<file path="src/hdl/pscf_pkg.sv">
// Shared types, codes and the CRC-16 byte update for the packet serial CRC framer.
// Used by pscf_framer, pscf_out_queue and packet_serial_crc_framer; depends on nothing.
package pscf_pkg;

  // One input word: what to do, and the command and data bytes that go with it.
  typedef struct packed {
    logic [2:0] action;
    logic [7:0] command_code;
    logic [7:0] data_byte;
  } in_item_t;

  // One result word: a line byte or a check status.
  typedef struct packed {
    logic       out_kind;
    logic [7:0] out_byte;
    logic [2:0] status;
    logic       last;
  } out_item_t;

  // Up to two result words produced by one input word.
  typedef struct packed {
    logic [1:0] count;
    out_item_t  first;
    out_item_t  second;
  } emit_t;

  // Frame progress.
  typedef enum logic [1:0] {
    MODE_IDLE = 2'd0,
    MODE_TX   = 2'd1,
    MODE_RX   = 2'd2,
    MODE_ACK  = 2'd3
  } mode_t;

  // Action codes.
  localparam logic [2:0] ACT_BEGIN_TX   = 3'd0;
  localparam logic [2:0] ACT_TX_PAYLOAD = 3'd1;
  localparam logic [2:0] ACT_END_TX     = 3'd2;
  localparam logic [2:0] ACT_BEGIN_RX   = 3'd3;
  localparam logic [2:0] ACT_RX_BYTE    = 3'd4;
  localparam logic [2:0] ACT_END_RX     = 3'd5;
  localparam logic [2:0] ACT_ACK_BYTE   = 3'd6;

  // Status codes.
  localparam logic [2:0] ST_OK              = 3'd0;
  localparam logic [2:0] ST_CRC_MISMATCH    = 3'd1;
  localparam logic [2:0] ST_TOO_SHORT       = 3'd2;
  localparam logic [2:0] ST_ACK_WRONG       = 3'd3;
  localparam logic [2:0] ST_OUT_OF_SEQUENCE = 3'd4;

  // Result kinds.
  localparam logic KIND_BYTE   = 1'b0;
  localparam logic KIND_STATUS = 1'b1;

  // CRC and protocol constants.
  localparam logic [15:0] CRC_POLY = 16'h1021;
  localparam logic [15:0] CRC_MSB  = 16'h8000;
  localparam logic [7:0]  ACK_GOOD = 8'hFF;
  localparam logic [7:0]  ADDR_RESET = 8'd128;

  // Output queue depth and the fill level that still leaves room for two words.
  localparam int unsigned QUEUE_DEPTH = 4;
  localparam int unsigned QUEUE_ROOM_LEVEL = QUEUE_DEPTH - 2;

  // CRC-16, MSB first, one byte unrolled over eight bit steps.
  function automatic logic [15:0] crc16_byte(input logic [15:0] crc, input logic [7:0] b);
    logic [15:0] c;
    c = crc ^ {b, 8'h00};
    for (int i = 0; i < 8; i++) begin
      if ((c & CRC_MSB) != 16'h0000) begin
        c = {c[14:0], 1'b0} ^ CRC_POLY;
      end else begin
        c = {c[14:0], 1'b0};
      end
    end
    return c;
  endfunction

  // CRC after the reset address byte, so a frame start needs only one byte update.
  localparam logic [15:0] ADDR_SEED_RESET = crc16_byte(16'h0000, ADDR_RESET);

  function automatic out_item_t make_byte(input logic [7:0] b, input logic last);
    out_item_t r;
    r.out_kind = KIND_BYTE;
    r.out_byte = b;
    r.status   = ST_OK;
    r.last     = last;
    return r;
  endfunction

  function automatic out_item_t make_status(input logic [2:0] st);
    out_item_t r;
    r.out_kind = KIND_STATUS;
    r.out_byte = 8'h00;
    r.status   = st;
    r.last     = 1'b1;
    return r;
  endfunction

endpackage

</file>
<file path="src/hdl/packet_serial_crc_framer.sv">
// Top level of the packet serial CRC framer: input register, framer and result queue.
// Depends on pscf_pkg, pscf_framer and pscf_out_queue.

// The framer takes one command word per cycle while the queue has room and produces
// the line bytes and check status words of CRC-16 (polynomial 0x1021, zero start, MSB
// first) protected frames. A word is processed in an input register; its results go
// to a four-word queue ahead of the result port. Words with zero or one result are
// taken at one per cycle while results drain; the single result port gives one word
// per cycle while read, so frame starts and ends, two bytes each, are paced by it. A
// held word moves on only if the queue has room for a pair, so the input side never
// waits on a combinational path from result_ready. Write the device address through
// cfg_we/cfg_wdata only while no frame is in flight; the block does not enforce it.
module packet_serial_crc_framer (
  input  logic                clk,
  input  logic                rst,
  input  logic                cfg_we,
  input  logic [7:0]          cfg_wdata,
  input  logic                item_valid,
  output logic                item_ready,
  input  pscf_pkg::in_item_t  item,
  output logic                result_valid,
  input  logic                result_ready,
  output pscf_pkg::out_item_t result
);

  pscf_pkg::in_item_t held_item;
  logic               held_valid;
  logic               room;
  logic               fire;
  logic [1:0]         push_count;
  pscf_pkg::emit_t    emit;

  assign fire       = held_valid && room;
  assign item_ready = !held_valid || room;
  assign push_count = fire ? emit.count : 2'd0;

  // Input register: takes a new word when it is empty or the held one moves on this cycle.
  always_ff @(posedge clk) begin
    if (rst) begin
      held_valid <= 1'b0;
    end else if (item_valid && item_ready) begin
      held_valid <= 1'b1;
    end else if (fire) begin
      held_valid <= 1'b0;
    end
  end

  always_ff @(posedge clk) begin
    if (item_valid && item_ready) begin
      held_item <= item;
    end
  end

  // Frame state and result generation.
  pscf_framer u_framer (
    .clk       (clk),
    .rst       (rst),
    .cfg_we    (cfg_we),
    .cfg_wdata (cfg_wdata),
    .fire      (fire),
    .item      (held_item),
    .emit      (emit)
  );

  // Result queue in front of the output port.
  pscf_out_queue u_out_queue (
    .clk          (clk),
    .rst          (rst),
    .push_count   (push_count),
    .push_first   (emit.first),
    .push_second  (emit.second),
    .room         (room),
    .result_valid (result_valid),
    .result_ready (result_ready),
    .result       (result)
  );

endmodule

</file>
<file path="src/hdl/pscf_framer.sv">
// Frame state, running CRC and receive hold; turns one input word into up to two results.
// Depends on pscf_pkg.
module pscf_framer (
  input  logic               clk,
  input  logic               rst,
  input  logic               cfg_we,
  input  logic [7:0]         cfg_wdata,
  input  logic               fire,
  input  pscf_pkg::in_item_t item,
  output pscf_pkg::emit_t    emit
);

  logic [7:0]      device_address;
  logic [15:0]     addr_seed;
  logic [15:0]     crc_accum, crc_accum_next;
  logic [15:0]     held_bytes, held_bytes_next;
  logic [1:0]      held_count, held_count_next;
  pscf_pkg::mode_t mode, mode_next;

  // Address register, with the CRC of the address byte kept alongside it.
  always_ff @(posedge clk) begin
    if (rst) begin
      device_address <= pscf_pkg::ADDR_RESET;
      addr_seed      <= pscf_pkg::ADDR_SEED_RESET;
    end else if (cfg_we) begin
      device_address <= cfg_wdata;
      addr_seed      <= pscf_pkg::crc16_byte(16'h0000, cfg_wdata);
    end
  end

  // Frame state registers.
  always_ff @(posedge clk) begin
    if (rst) begin
      mode       <= pscf_pkg::MODE_IDLE;
      crc_accum  <= 16'h0000;
      held_bytes <= 16'h0000;
      held_count <= 2'd0;
    end else if (fire) begin
      mode       <= mode_next;
      crc_accum  <= crc_accum_next;
      held_bytes <= held_bytes_next;
      held_count <= held_count_next;
    end
  end

  // Next state and results for the word in the input register.
  always_comb begin
    mode_next       = mode;
    crc_accum_next  = crc_accum;
    held_bytes_next = held_bytes;
    held_count_next = held_count;
    emit.count      = 2'd0;
    emit.first      = pscf_pkg::make_status(pscf_pkg::ST_OK);
    emit.second     = pscf_pkg::make_status(pscf_pkg::ST_OK);
    case (item.action)
      pscf_pkg::ACT_BEGIN_TX, pscf_pkg::ACT_BEGIN_RX: begin
        crc_accum_next  = pscf_pkg::crc16_byte(addr_seed, item.command_code);
        held_bytes_next = 16'h0000;
        held_count_next = 2'd0;
        mode_next       = (item.action == pscf_pkg::ACT_BEGIN_TX) ? pscf_pkg::MODE_TX
                                                                   : pscf_pkg::MODE_RX;
        emit.count      = 2'd2;
        emit.first      = pscf_pkg::make_byte(device_address, 1'b0);
        emit.second     = pscf_pkg::make_byte(item.command_code, 1'b1);
      end
      pscf_pkg::ACT_TX_PAYLOAD: begin
        emit.count = 2'd1;
        if (mode != pscf_pkg::MODE_TX) begin
          emit.first = pscf_pkg::make_status(pscf_pkg::ST_OUT_OF_SEQUENCE);
        end else begin
          crc_accum_next = pscf_pkg::crc16_byte(crc_accum, item.data_byte);
          emit.first     = pscf_pkg::make_byte(item.data_byte, 1'b1);
        end
      end
      pscf_pkg::ACT_END_TX: begin
        if (mode != pscf_pkg::MODE_TX) begin
          emit.count = 2'd1;
          emit.first = pscf_pkg::make_status(pscf_pkg::ST_OUT_OF_SEQUENCE);
        end else begin
          mode_next   = pscf_pkg::MODE_ACK;
          emit.count  = 2'd2;
          emit.first  = pscf_pkg::make_byte(crc_accum[15:8], 1'b0);
          emit.second = pscf_pkg::make_byte(crc_accum[7:0], 1'b1);
        end
      end
      pscf_pkg::ACT_RX_BYTE: begin
        if (mode != pscf_pkg::MODE_RX) begin
          emit.count = 2'd1;
          emit.first = pscf_pkg::make_status(pscf_pkg::ST_OUT_OF_SEQUENCE);
        end else begin
          // The older held byte joins the sum only once the hold is full.
          if (held_count == 2'd2) begin
            crc_accum_next = pscf_pkg::crc16_byte(crc_accum, held_bytes[15:8]);
          end else begin
            held_count_next = held_count + 2'd1;
          end
          held_bytes_next = {held_bytes[7:0], item.data_byte};
        end
      end
      pscf_pkg::ACT_END_RX: begin
        emit.count = 2'd1;
        if (mode != pscf_pkg::MODE_RX) begin
          emit.first = pscf_pkg::make_status(pscf_pkg::ST_OUT_OF_SEQUENCE);
        end else begin
          mode_next = pscf_pkg::MODE_IDLE;
          if (held_count != 2'd2) begin
            emit.first = pscf_pkg::make_status(pscf_pkg::ST_TOO_SHORT);
          end else if (held_bytes == crc_accum) begin
            emit.first = pscf_pkg::make_status(pscf_pkg::ST_OK);
          end else begin
            emit.first = pscf_pkg::make_status(pscf_pkg::ST_CRC_MISMATCH);
          end
        end
      end
      pscf_pkg::ACT_ACK_BYTE: begin
        emit.count = 2'd1;
        if (mode != pscf_pkg::MODE_ACK) begin
          emit.first = pscf_pkg::make_status(pscf_pkg::ST_OUT_OF_SEQUENCE);
        end else begin
          mode_next  = pscf_pkg::MODE_IDLE;
          emit.first = pscf_pkg::make_status((item.data_byte == pscf_pkg::ACK_GOOD)
                                             ? pscf_pkg::ST_OK : pscf_pkg::ST_ACK_WRONG);
        end
      end
      default: begin
        // Unused action code: no result and no change.
        emit.count = 2'd0;
      end
    endcase
  end

`ifndef SYNTHESIS
  // The hold never counts beyond two bytes.
  a_held_count_range: assert property (@(posedge clk) disable iff (rst)
    held_count != 2'd3)
    else $error("held_count out of range");

  // A transmit start always leaves the framer transmitting.
  a_begin_tx_mode: assert property (@(posedge clk) disable iff (rst)
    fire && item.action == pscf_pkg::ACT_BEGIN_TX |=> mode == pscf_pkg::MODE_TX)
    else $error("begin_tx did not enter transmit mode");

  // Of a pair of results only the second is marked last.
  a_pair_last: assert property (@(posedge clk) disable iff (rst)
    emit.count == 2'd2 |-> emit.second.last && !emit.first.last)
    else $error("result pair has wrong last marks");
`endif

endmodule

</file>
<file path="src/hdl/pscf_out_queue.sv">
// Four-word result queue that takes up to two words a cycle while room is high and
// gives one a cycle while result_ready is high. Depends on pscf_pkg.
module pscf_out_queue (
  input  logic                clk,
  input  logic                rst,
  input  logic [1:0]          push_count,
  input  pscf_pkg::out_item_t push_first,
  input  pscf_pkg::out_item_t push_second,
  output logic                room,
  output logic                result_valid,
  input  logic                result_ready,
  output pscf_pkg::out_item_t result
);

  localparam int unsigned PtrW = $clog2(pscf_pkg::QUEUE_DEPTH);
  localparam int unsigned CntW = $clog2(pscf_pkg::QUEUE_DEPTH + 1);

  pscf_pkg::out_item_t entries [pscf_pkg::QUEUE_DEPTH];
  logic [PtrW-1:0]     wr_ptr, rd_ptr;
  logic [CntW-1:0]     count, count_next;
  logic                pop;
  logic [PtrW-1:0]     wr_ptr_second;

  assign pop           = result_valid && result_ready;
  assign wr_ptr_second = wr_ptr + PtrW'(1);
  assign count_next    = count + CntW'(push_count) - CntW'(pop);

  // Room for a full pair, judged on the registered fill level alone.
  assign room         = count <= CntW'(pscf_pkg::QUEUE_ROOM_LEVEL);
  assign result_valid = count != CntW'(0);
  assign result       = entries[rd_ptr];

  // Pointers and fill level.
  always_ff @(posedge clk) begin
    if (rst) begin
      wr_ptr <= '0;
      rd_ptr <= '0;
      count  <= '0;
    end else begin
      wr_ptr <= wr_ptr + PtrW'(push_count);
      rd_ptr <= rd_ptr + PtrW'(pop);
      count  <= count_next;
    end
  end

  // Word storage; the second word of a pair goes in the slot after the first.
  always_ff @(posedge clk) begin
    if (push_count != 2'd0) begin
      entries[wr_ptr] <= push_first;
    end
    if (push_count == 2'd2) begin
      entries[wr_ptr_second] <= push_second;
    end
  end

`ifndef SYNTHESIS
  // The fill level never passes the depth.
  a_count_bound: assert property (@(posedge clk) disable iff (rst)
    count <= CntW'(pscf_pkg::QUEUE_DEPTH))
    else $error("result queue overfilled");

  // Words are only pushed while a full pair still fits.
  a_push_room: assert property (@(posedge clk) disable iff (rst)
    push_count != 2'd0 |-> room)
    else $error("push without room");

  // A pop with nothing pushed lowers the level by exactly one.
  a_pop_level: assert property (@(posedge clk) disable iff (rst)
    pop && push_count == 2'd0 |=> count == $past(count) - CntW'(1))
    else $error("fill level wrong after pop");
`endif

endmodule

</file>
<file path="config.mk">
export PLATFORM = sky130hd
export DESIGN_NAME = packet_serial_crc_framer
export DESIGN_NICKNAME = d
export VERILOG_FILES = /design/src/hdl/pscf_pkg.sv /design/src/hdl/packet_serial_crc_framer.sv /design/src/hdl/pscf_framer.sv /design/src/hdl/pscf_out_queue.sv
export SDC_FILE = /design/constraint.sdc
export NUM_CORES = 1
export LEC_CHECK = 0
export ABC_AREA = 1
export BUFFER_PORTS_ARGS = -buffer_cell sky130_fd_sc_hd__buf_2
export CAP_MARGIN = 10
export CORE_MARGIN = 2
export CORE_UTILIZATION = 40
export CTS_BUF_LIST = sky130_fd_sc_hd__clkbuf_8
export CTS_CLUSTER_DIAMETER = 30
export CTS_CLUSTER_SIZE = 40
export DETAILED_ROUTE_END_ITERATION = 10
export PLACE_DENSITY = 0.64
export SYNTH_ARGS = -nofsm -noshare
export SYNTH_HDL_FRONTEND = slang
export SYNTH_SLANG_ARGS = --single-unit
</file>
<file path="constraint.sdc">
create_clock -name clk -period 2.1 [get_ports clk]
set_input_delay 0.105 -clock clk [delete_from_list [all_inputs] [get_ports clk]]
set_output_delay 0.105 -clock clk [all_outputs]
set_load 0.1 [all_outputs]
</file>
Yosys cells after proc, flatten, opt, wreduce, memory -nomap -nowiden --
Memories as Yosys holds them, arrays and structs flattened. A register that Yosys moved wholly into a read port is not among the register bits. Cells that the tools add are included.
Operators by class: $add $sub $neg 6, magnitude comparators 1, equality and inequality tests 21, muxes and demuxes 122, bitwise logic cells 35, reductions and logical operators 18
Operators with widths (count):
- $mux W16 | 60
- $mux W13 | 35
- $not A3 Y3 | 32
- $pmux W13 S6 | 1
- $pmux W16 S3 | 1
- $xor A16 B16 Y16 | 3
- $pmux W16 S2 | 1
- $pmux W13 S2 | 1
- $mux W2 | 10
- $ne A2 B2 Y1 const B | 9
- $eq A16 B16 Y1 | 1
- $pmux W2 S4 | 2
- $mux W15 | 1
- $mux W14 | 1
- $reduce_and A5 Y1 | 2
- $eq A3 B3 Y1 const B | 3
- $eq A8 B8 Y1 const B | 1
- $eq A3 B2 Y1 const B | 2
- $mux W1 | 6
- $reduce_bool A2 Y1 | 3
- $reduce_bool A3 Y1 | 2
- $add A2 B1 Y2 const B | 2
- $eq A2 B2 Y1 const B | 2
- $mux W4 | 1
- 18 further kinds | 21
Storage, ports and cells: flip-flop bits (word level) 87, memory bits (writable) 52, output and inout bits 15, memories 1
Memory list:
- u_out_queue.entries | words 4, width 13, read ports 1, clocked after memory_dff 1, write ports 2, RTL line pscf_out_queue.sv:18 | pscf_pkg::out_item_t entries [pscf_pkg::QUEUE_DEPTH];

Depth between registers and ports, before layout --
depth after elaboration 41, mapped depth 12

By module --
Synthesis repeated with hierarchy kept, for this count alone.
Unflattened totals: cell total of the unflattened synthesis 1074, area, all modules 7988.9 µm²
By module, submodules not included:
- pscf_framer | instances 1, cells each 733, area each 4137.7 µm²
- pscf_out_queue | instances 1, cells each 310, area each 3210.6 µm²
- packet_serial_crc_framer | instances 1, cells each 31, area each 640.6 µm²

Worst setup path before layout --
Ideal clock, no wire load.
kind register to output, start point reg, netlist name u_out_queue.rd_ptr[0], end point out result[0] in the netlist's numbering, arrival time 2.415 ns, data required time 1.995 ns, slack -0.420 ns, stages on the path, launching flop included 6, cell sequence dfxtp_1 > clkbuf_1 > inv_1 > clkbuf_1 > o21ai_0 > o22ai_1
RTL lines:
- end: declaration | RTL line packet_serial_crc_framer.sv:23 | output pscf_pkg::out_item_t result

Worst setup path in the final report --
start point reg held_item[17] in the netlist's numbering, end point reg u_out_queue.count[2]
Between the ends: word-level cells in the longest chain between the ends 6, elaborated cells between the ends (all ways) 13, classes of those cells add/sub (2); eq/ne (6); mux (2); reduce/logical (3)
RTL lines:
- start: declaration | RTL line packet_serial_crc_framer.sv:26 | pscf_pkg::in_item_t held_item;
- start signal: assignment | RTL line packet_serial_crc_framer.sv:50 | held_item <= item;
- $eq A3 B1 Y1, or another cell as far along | RTL line pscf_framer.sv:55 | case (item.action)
- $reduce_or A3 Y1 (no line) or $reduce_or A2 Y1 (tied branches)
- $pmux W2 S4 * | RTL line pscf_framer.sv:55
- $mux W2 * | RTL line packet_serial_crc_framer.sv:35 | assign push_count = fire ? emit.count : 2'd0;
- $add A3 B2 Y3 * | RTL line pscf_out_queue.sv:26 | assign count_next = count + CntW'(push_count) - CntW'(pop);
- $sub A3 B1 Y3 * | RTL line pscf_out_queue.sv:26
- end signal: assignment | RTL line pscf_out_queue.sv:42 | count <= count_next;
- end: declaration | RTL line pscf_out_queue.sv:20 | logic [CntW-1:0] count, count_next;
Mark *: on every way between the ends. The rest lies on a longest branch, timed or not. A chain may end at the register's enable or synchronous reset.

==> results_dict.tcl <==
set metrics [dict create \
    period_share 0.9560 \
    post-route-min-period_ns 2.008 \
    p_switching_mw 4.375 \
    synth_nets 1127 \
    power_frac_clock 0.219 \
    p_leak_nw 4.226 \
    synth_cells 1090 \
    regArea_sq_um 3174 \
    crit_type "flip-flop to flip-flop" \
    worstSetupEndpoint "u_out_queue.count[2]$_SDFF_PP0_" \
    critPathLaunch "held_item[17]$_DFFE_PP_" \
    status "complete, no violations" \
    track_usage 0.2223 \
    drive_above_1_share 0.1493 \
    power.density_nw_per_um2 1019 \
    grt_max_degree 33 \
    antenna_found_initial 0 \
    comb_power_share 0.438 \
    worstPathArrival_ns 2.36 \
    clock_latency_ns 0.48 \
    hold_path_class "primary input to flip-flop" \
    nets 1243 \
    cts.sinks 131 \
    synthesis.area_sq_um 7515 \
    dieWidth_um 141.1 \
    maxSlewHeadroom 0.5150 \
    mostFrequentLayoutCells "nand2_1, nor2_1, nand3_1" \
    end_kind "flip-flop" \
    gp_congestion 0.9922 \
    htreeDepth 4 \
    r2r_cells 11 \
    drt_iter0_markers 550 \
    synth_top_area_cell "edfxtp_1" \
    fin_setup_tns_ns 0 \
    grt_pass1_vias 6735 \
    finalSetupViolations 0 \
    clock_path_buffers 2 \
    fp-row-count 50 \
    r2r-start "held_item[17]$_DFFE_PP_" \
    pwr-share-seq 0.343 \
    switching_share 0.4689 \
    post_drt_wl_per_cell_um 15.01 \
    wl_um 21810 \
    vias 7450 \
    boundaryPins 47 \
    crit_fanout 4 \
    cap_violations 0 \
    finalPower_mw 9.331 \
    synth_cell_type_count 40 \
    avgSynthCellArea_sq_um 6.894 \
    startpoint_type "flip-flop" \
    ys_top_cells_by_area "edfxtp_1, dfxtp_1, nand2_1, nand3_1, nor2_1" \
    worst_ep_required_time_ns 2.45 \
    via_per_inst 5.127 \
    cts.clk_slew.worst_paths_ns 0.10 \
    worstReg2RegEnd "u_out_queue.count[2]$_SDFF_PP0_" \
    tritoncts "built" \
    seq_area_frac_synth 0.4222 \
    tightestPinTransition_ns 0.7199 \
    cts_root_buf "clkbuf_8" \
    area_delta_synth_final_pct 21.91 \
    initial_core_util 0.4044 \
    diodes 0 \
    placed_area_sq_um 8397 \
    rsz0062_at_grt "yes" \
    yosysTopAreaCellShare 0.2198 \
    drc_errors 0 \
    fill_cells 1842 \
    detail-route-antenna-nets 0 \
    finalHoldViolations 0 \
    skew_ns 0.01659 \
    grt_pass1_wl_um 34730 \
    cts_buffers 17 \
    dieHeight_um 141.1 \
    max_freq_mhz 498.1 \
    p_int_mw 4.956 \
    ys_ff_latch 131 \
    post-dp-hpwl_um 16370 \
    slew_violations 0 \
    yosys_warnings 0 \
    multi_input_area_sq_um 3894 \
    core_area_sq_um 18580 \
    design_area_sq_um 9161 \
    gr-total-overflow 0 \
    first_pass_iters 6 \
    numPortBuffers 46 \
    ir_drop_uv 446.7 \
    rrSetupSlack_ns 0.09 \
    dieArea_sq_um 19900 \
    layout_commonest_cell "nand2_1" \
]
-- repair_timing --
item / CTS / global route
pin swaps: 0 / 3
setup buffers: 0 / 4
hold buffers: 28 / 0
resized for setup: 8 / 16
endpoints found under the hold margin: 34 / 0
setup endpoints to repair: 13 / 42
-- synth_stat cells, drive strengths merged --
cell type / number
a21boi: 1
ha: 4
nand2: 367
a21oi: 13
inv: 112
fa: 1
edfxtp: 55
o21a: 2
xnor2: 7
clkinv: 1
nand4: 4
nand3b: 3
o22ai: 31
o21ai: 100
xor2: 6
and3: 1
dfxtp: 76
o221ai: 8
a22oi: 2
o311ai: 1
nand3: 114
a31oi: 1
clkbuf: 18
buf: 13
nor3: 4
nor2: 145
-- worst max-delay path: stages, from the launching register on --
cell and delay [ns]:
edfxtp_1 0.46, buf_4 0.18, nor3_4 0.20, nand2_2 0.12
nand3_4 0.10, nand2_4 0.08, nor2_1 0.09, inv_1 0.07
fa_2 0.33, xor2_1 0.16, inv_1 0.06, nor2_1 0.03
-- kinds of logic after synthesis --
kind of cell    after synthesis  synth area share
flops                       131            0.4222
fa+ha+maj                     5          0.009324
compound gates              159            0.1174
buf+inv                     144           0.07692
simple gates                638            0.3590
xor+xnor                     13           0.01515
-- state kept, by name, indices dropped and copies added, names as in the netlist, 3 cells and up --
register / count
u_out_queue.entries: 52
held_item: 19
u_framer.crc_accum: 16
u_out_queue.count: 3
u_framer.held_bytes: 16
u_framer.addr_seed: 11
u_framer.device_address: 5
-- power by group through the flow --
stage	clock, mW	sequential, mW	combinational [mW]
floorplan	0	3.15	3.11
global placement	0	3.25	3.88
detailed placement	0	3.25	3.91
CTS	2.08	3.20	4.01
global route	2.19	3.24	4.45
finish	2.05	3.20	4.09
-- area by class of cell --
class	count	area share
Tap cell	234	0.03196
Multi-Input combinational cell	815	0.4250
Sequential cell	131	0.3465
Inverter	113	0.04794
Clock buffer	17	0.02554
Timing Repair Buffer	128	0.1080
Clock inverter	15	0.01502
-- per-stage QoR --
stage,worst slack (ns),cells,hold WS [ns],utilization
CTS,0.03393,1449,0.0006375,0.4880
global route,-0.04974,1453,0.02818,0.4931
finish,0.09233,1453,0.01869,0.4931
floorplan,0.01548,1090,0.2039,-
global placement,0.07223,1389,0.2810,0.4519
detailed placement,0.04631,1389,0.2831,0.4519
-- routing by layer --
metal	up-vias	part of all wire	global-route usage
met5	-	0	0
met4	0	0.020	0.07053
met3	33	0.049	0.03295
met2	216	0.47	0.3751
met1	3393	0.46	0.2943
li1	3808	-	-
-- how the worst min path moves through the flow --
stage	start	end	slack [ns]	cells after the start
3_5_place_dp	item[8]	held_item[8]$_DFFE_PP_	0.28	1
5_1_grt	rst	u_out_queue.rd_ptr[1]$_SDFF_PP0_	0.03	2
4_1_cts	rst	u_out_queue.count[1]$_SDFF_PP0_	0.0006	2
3_3_place_gp	item[8]	held_item[8]$_DFFE_PP_	0.28	1
2_1_floorplan	item[0]	held_item[0]$_DFFE_PP_	0.20	0
6_report	rst	u_out_queue.rd_ptr[1]$_SDFF_PP0_	0.02	2
Power figures use the tool's default switching activity.
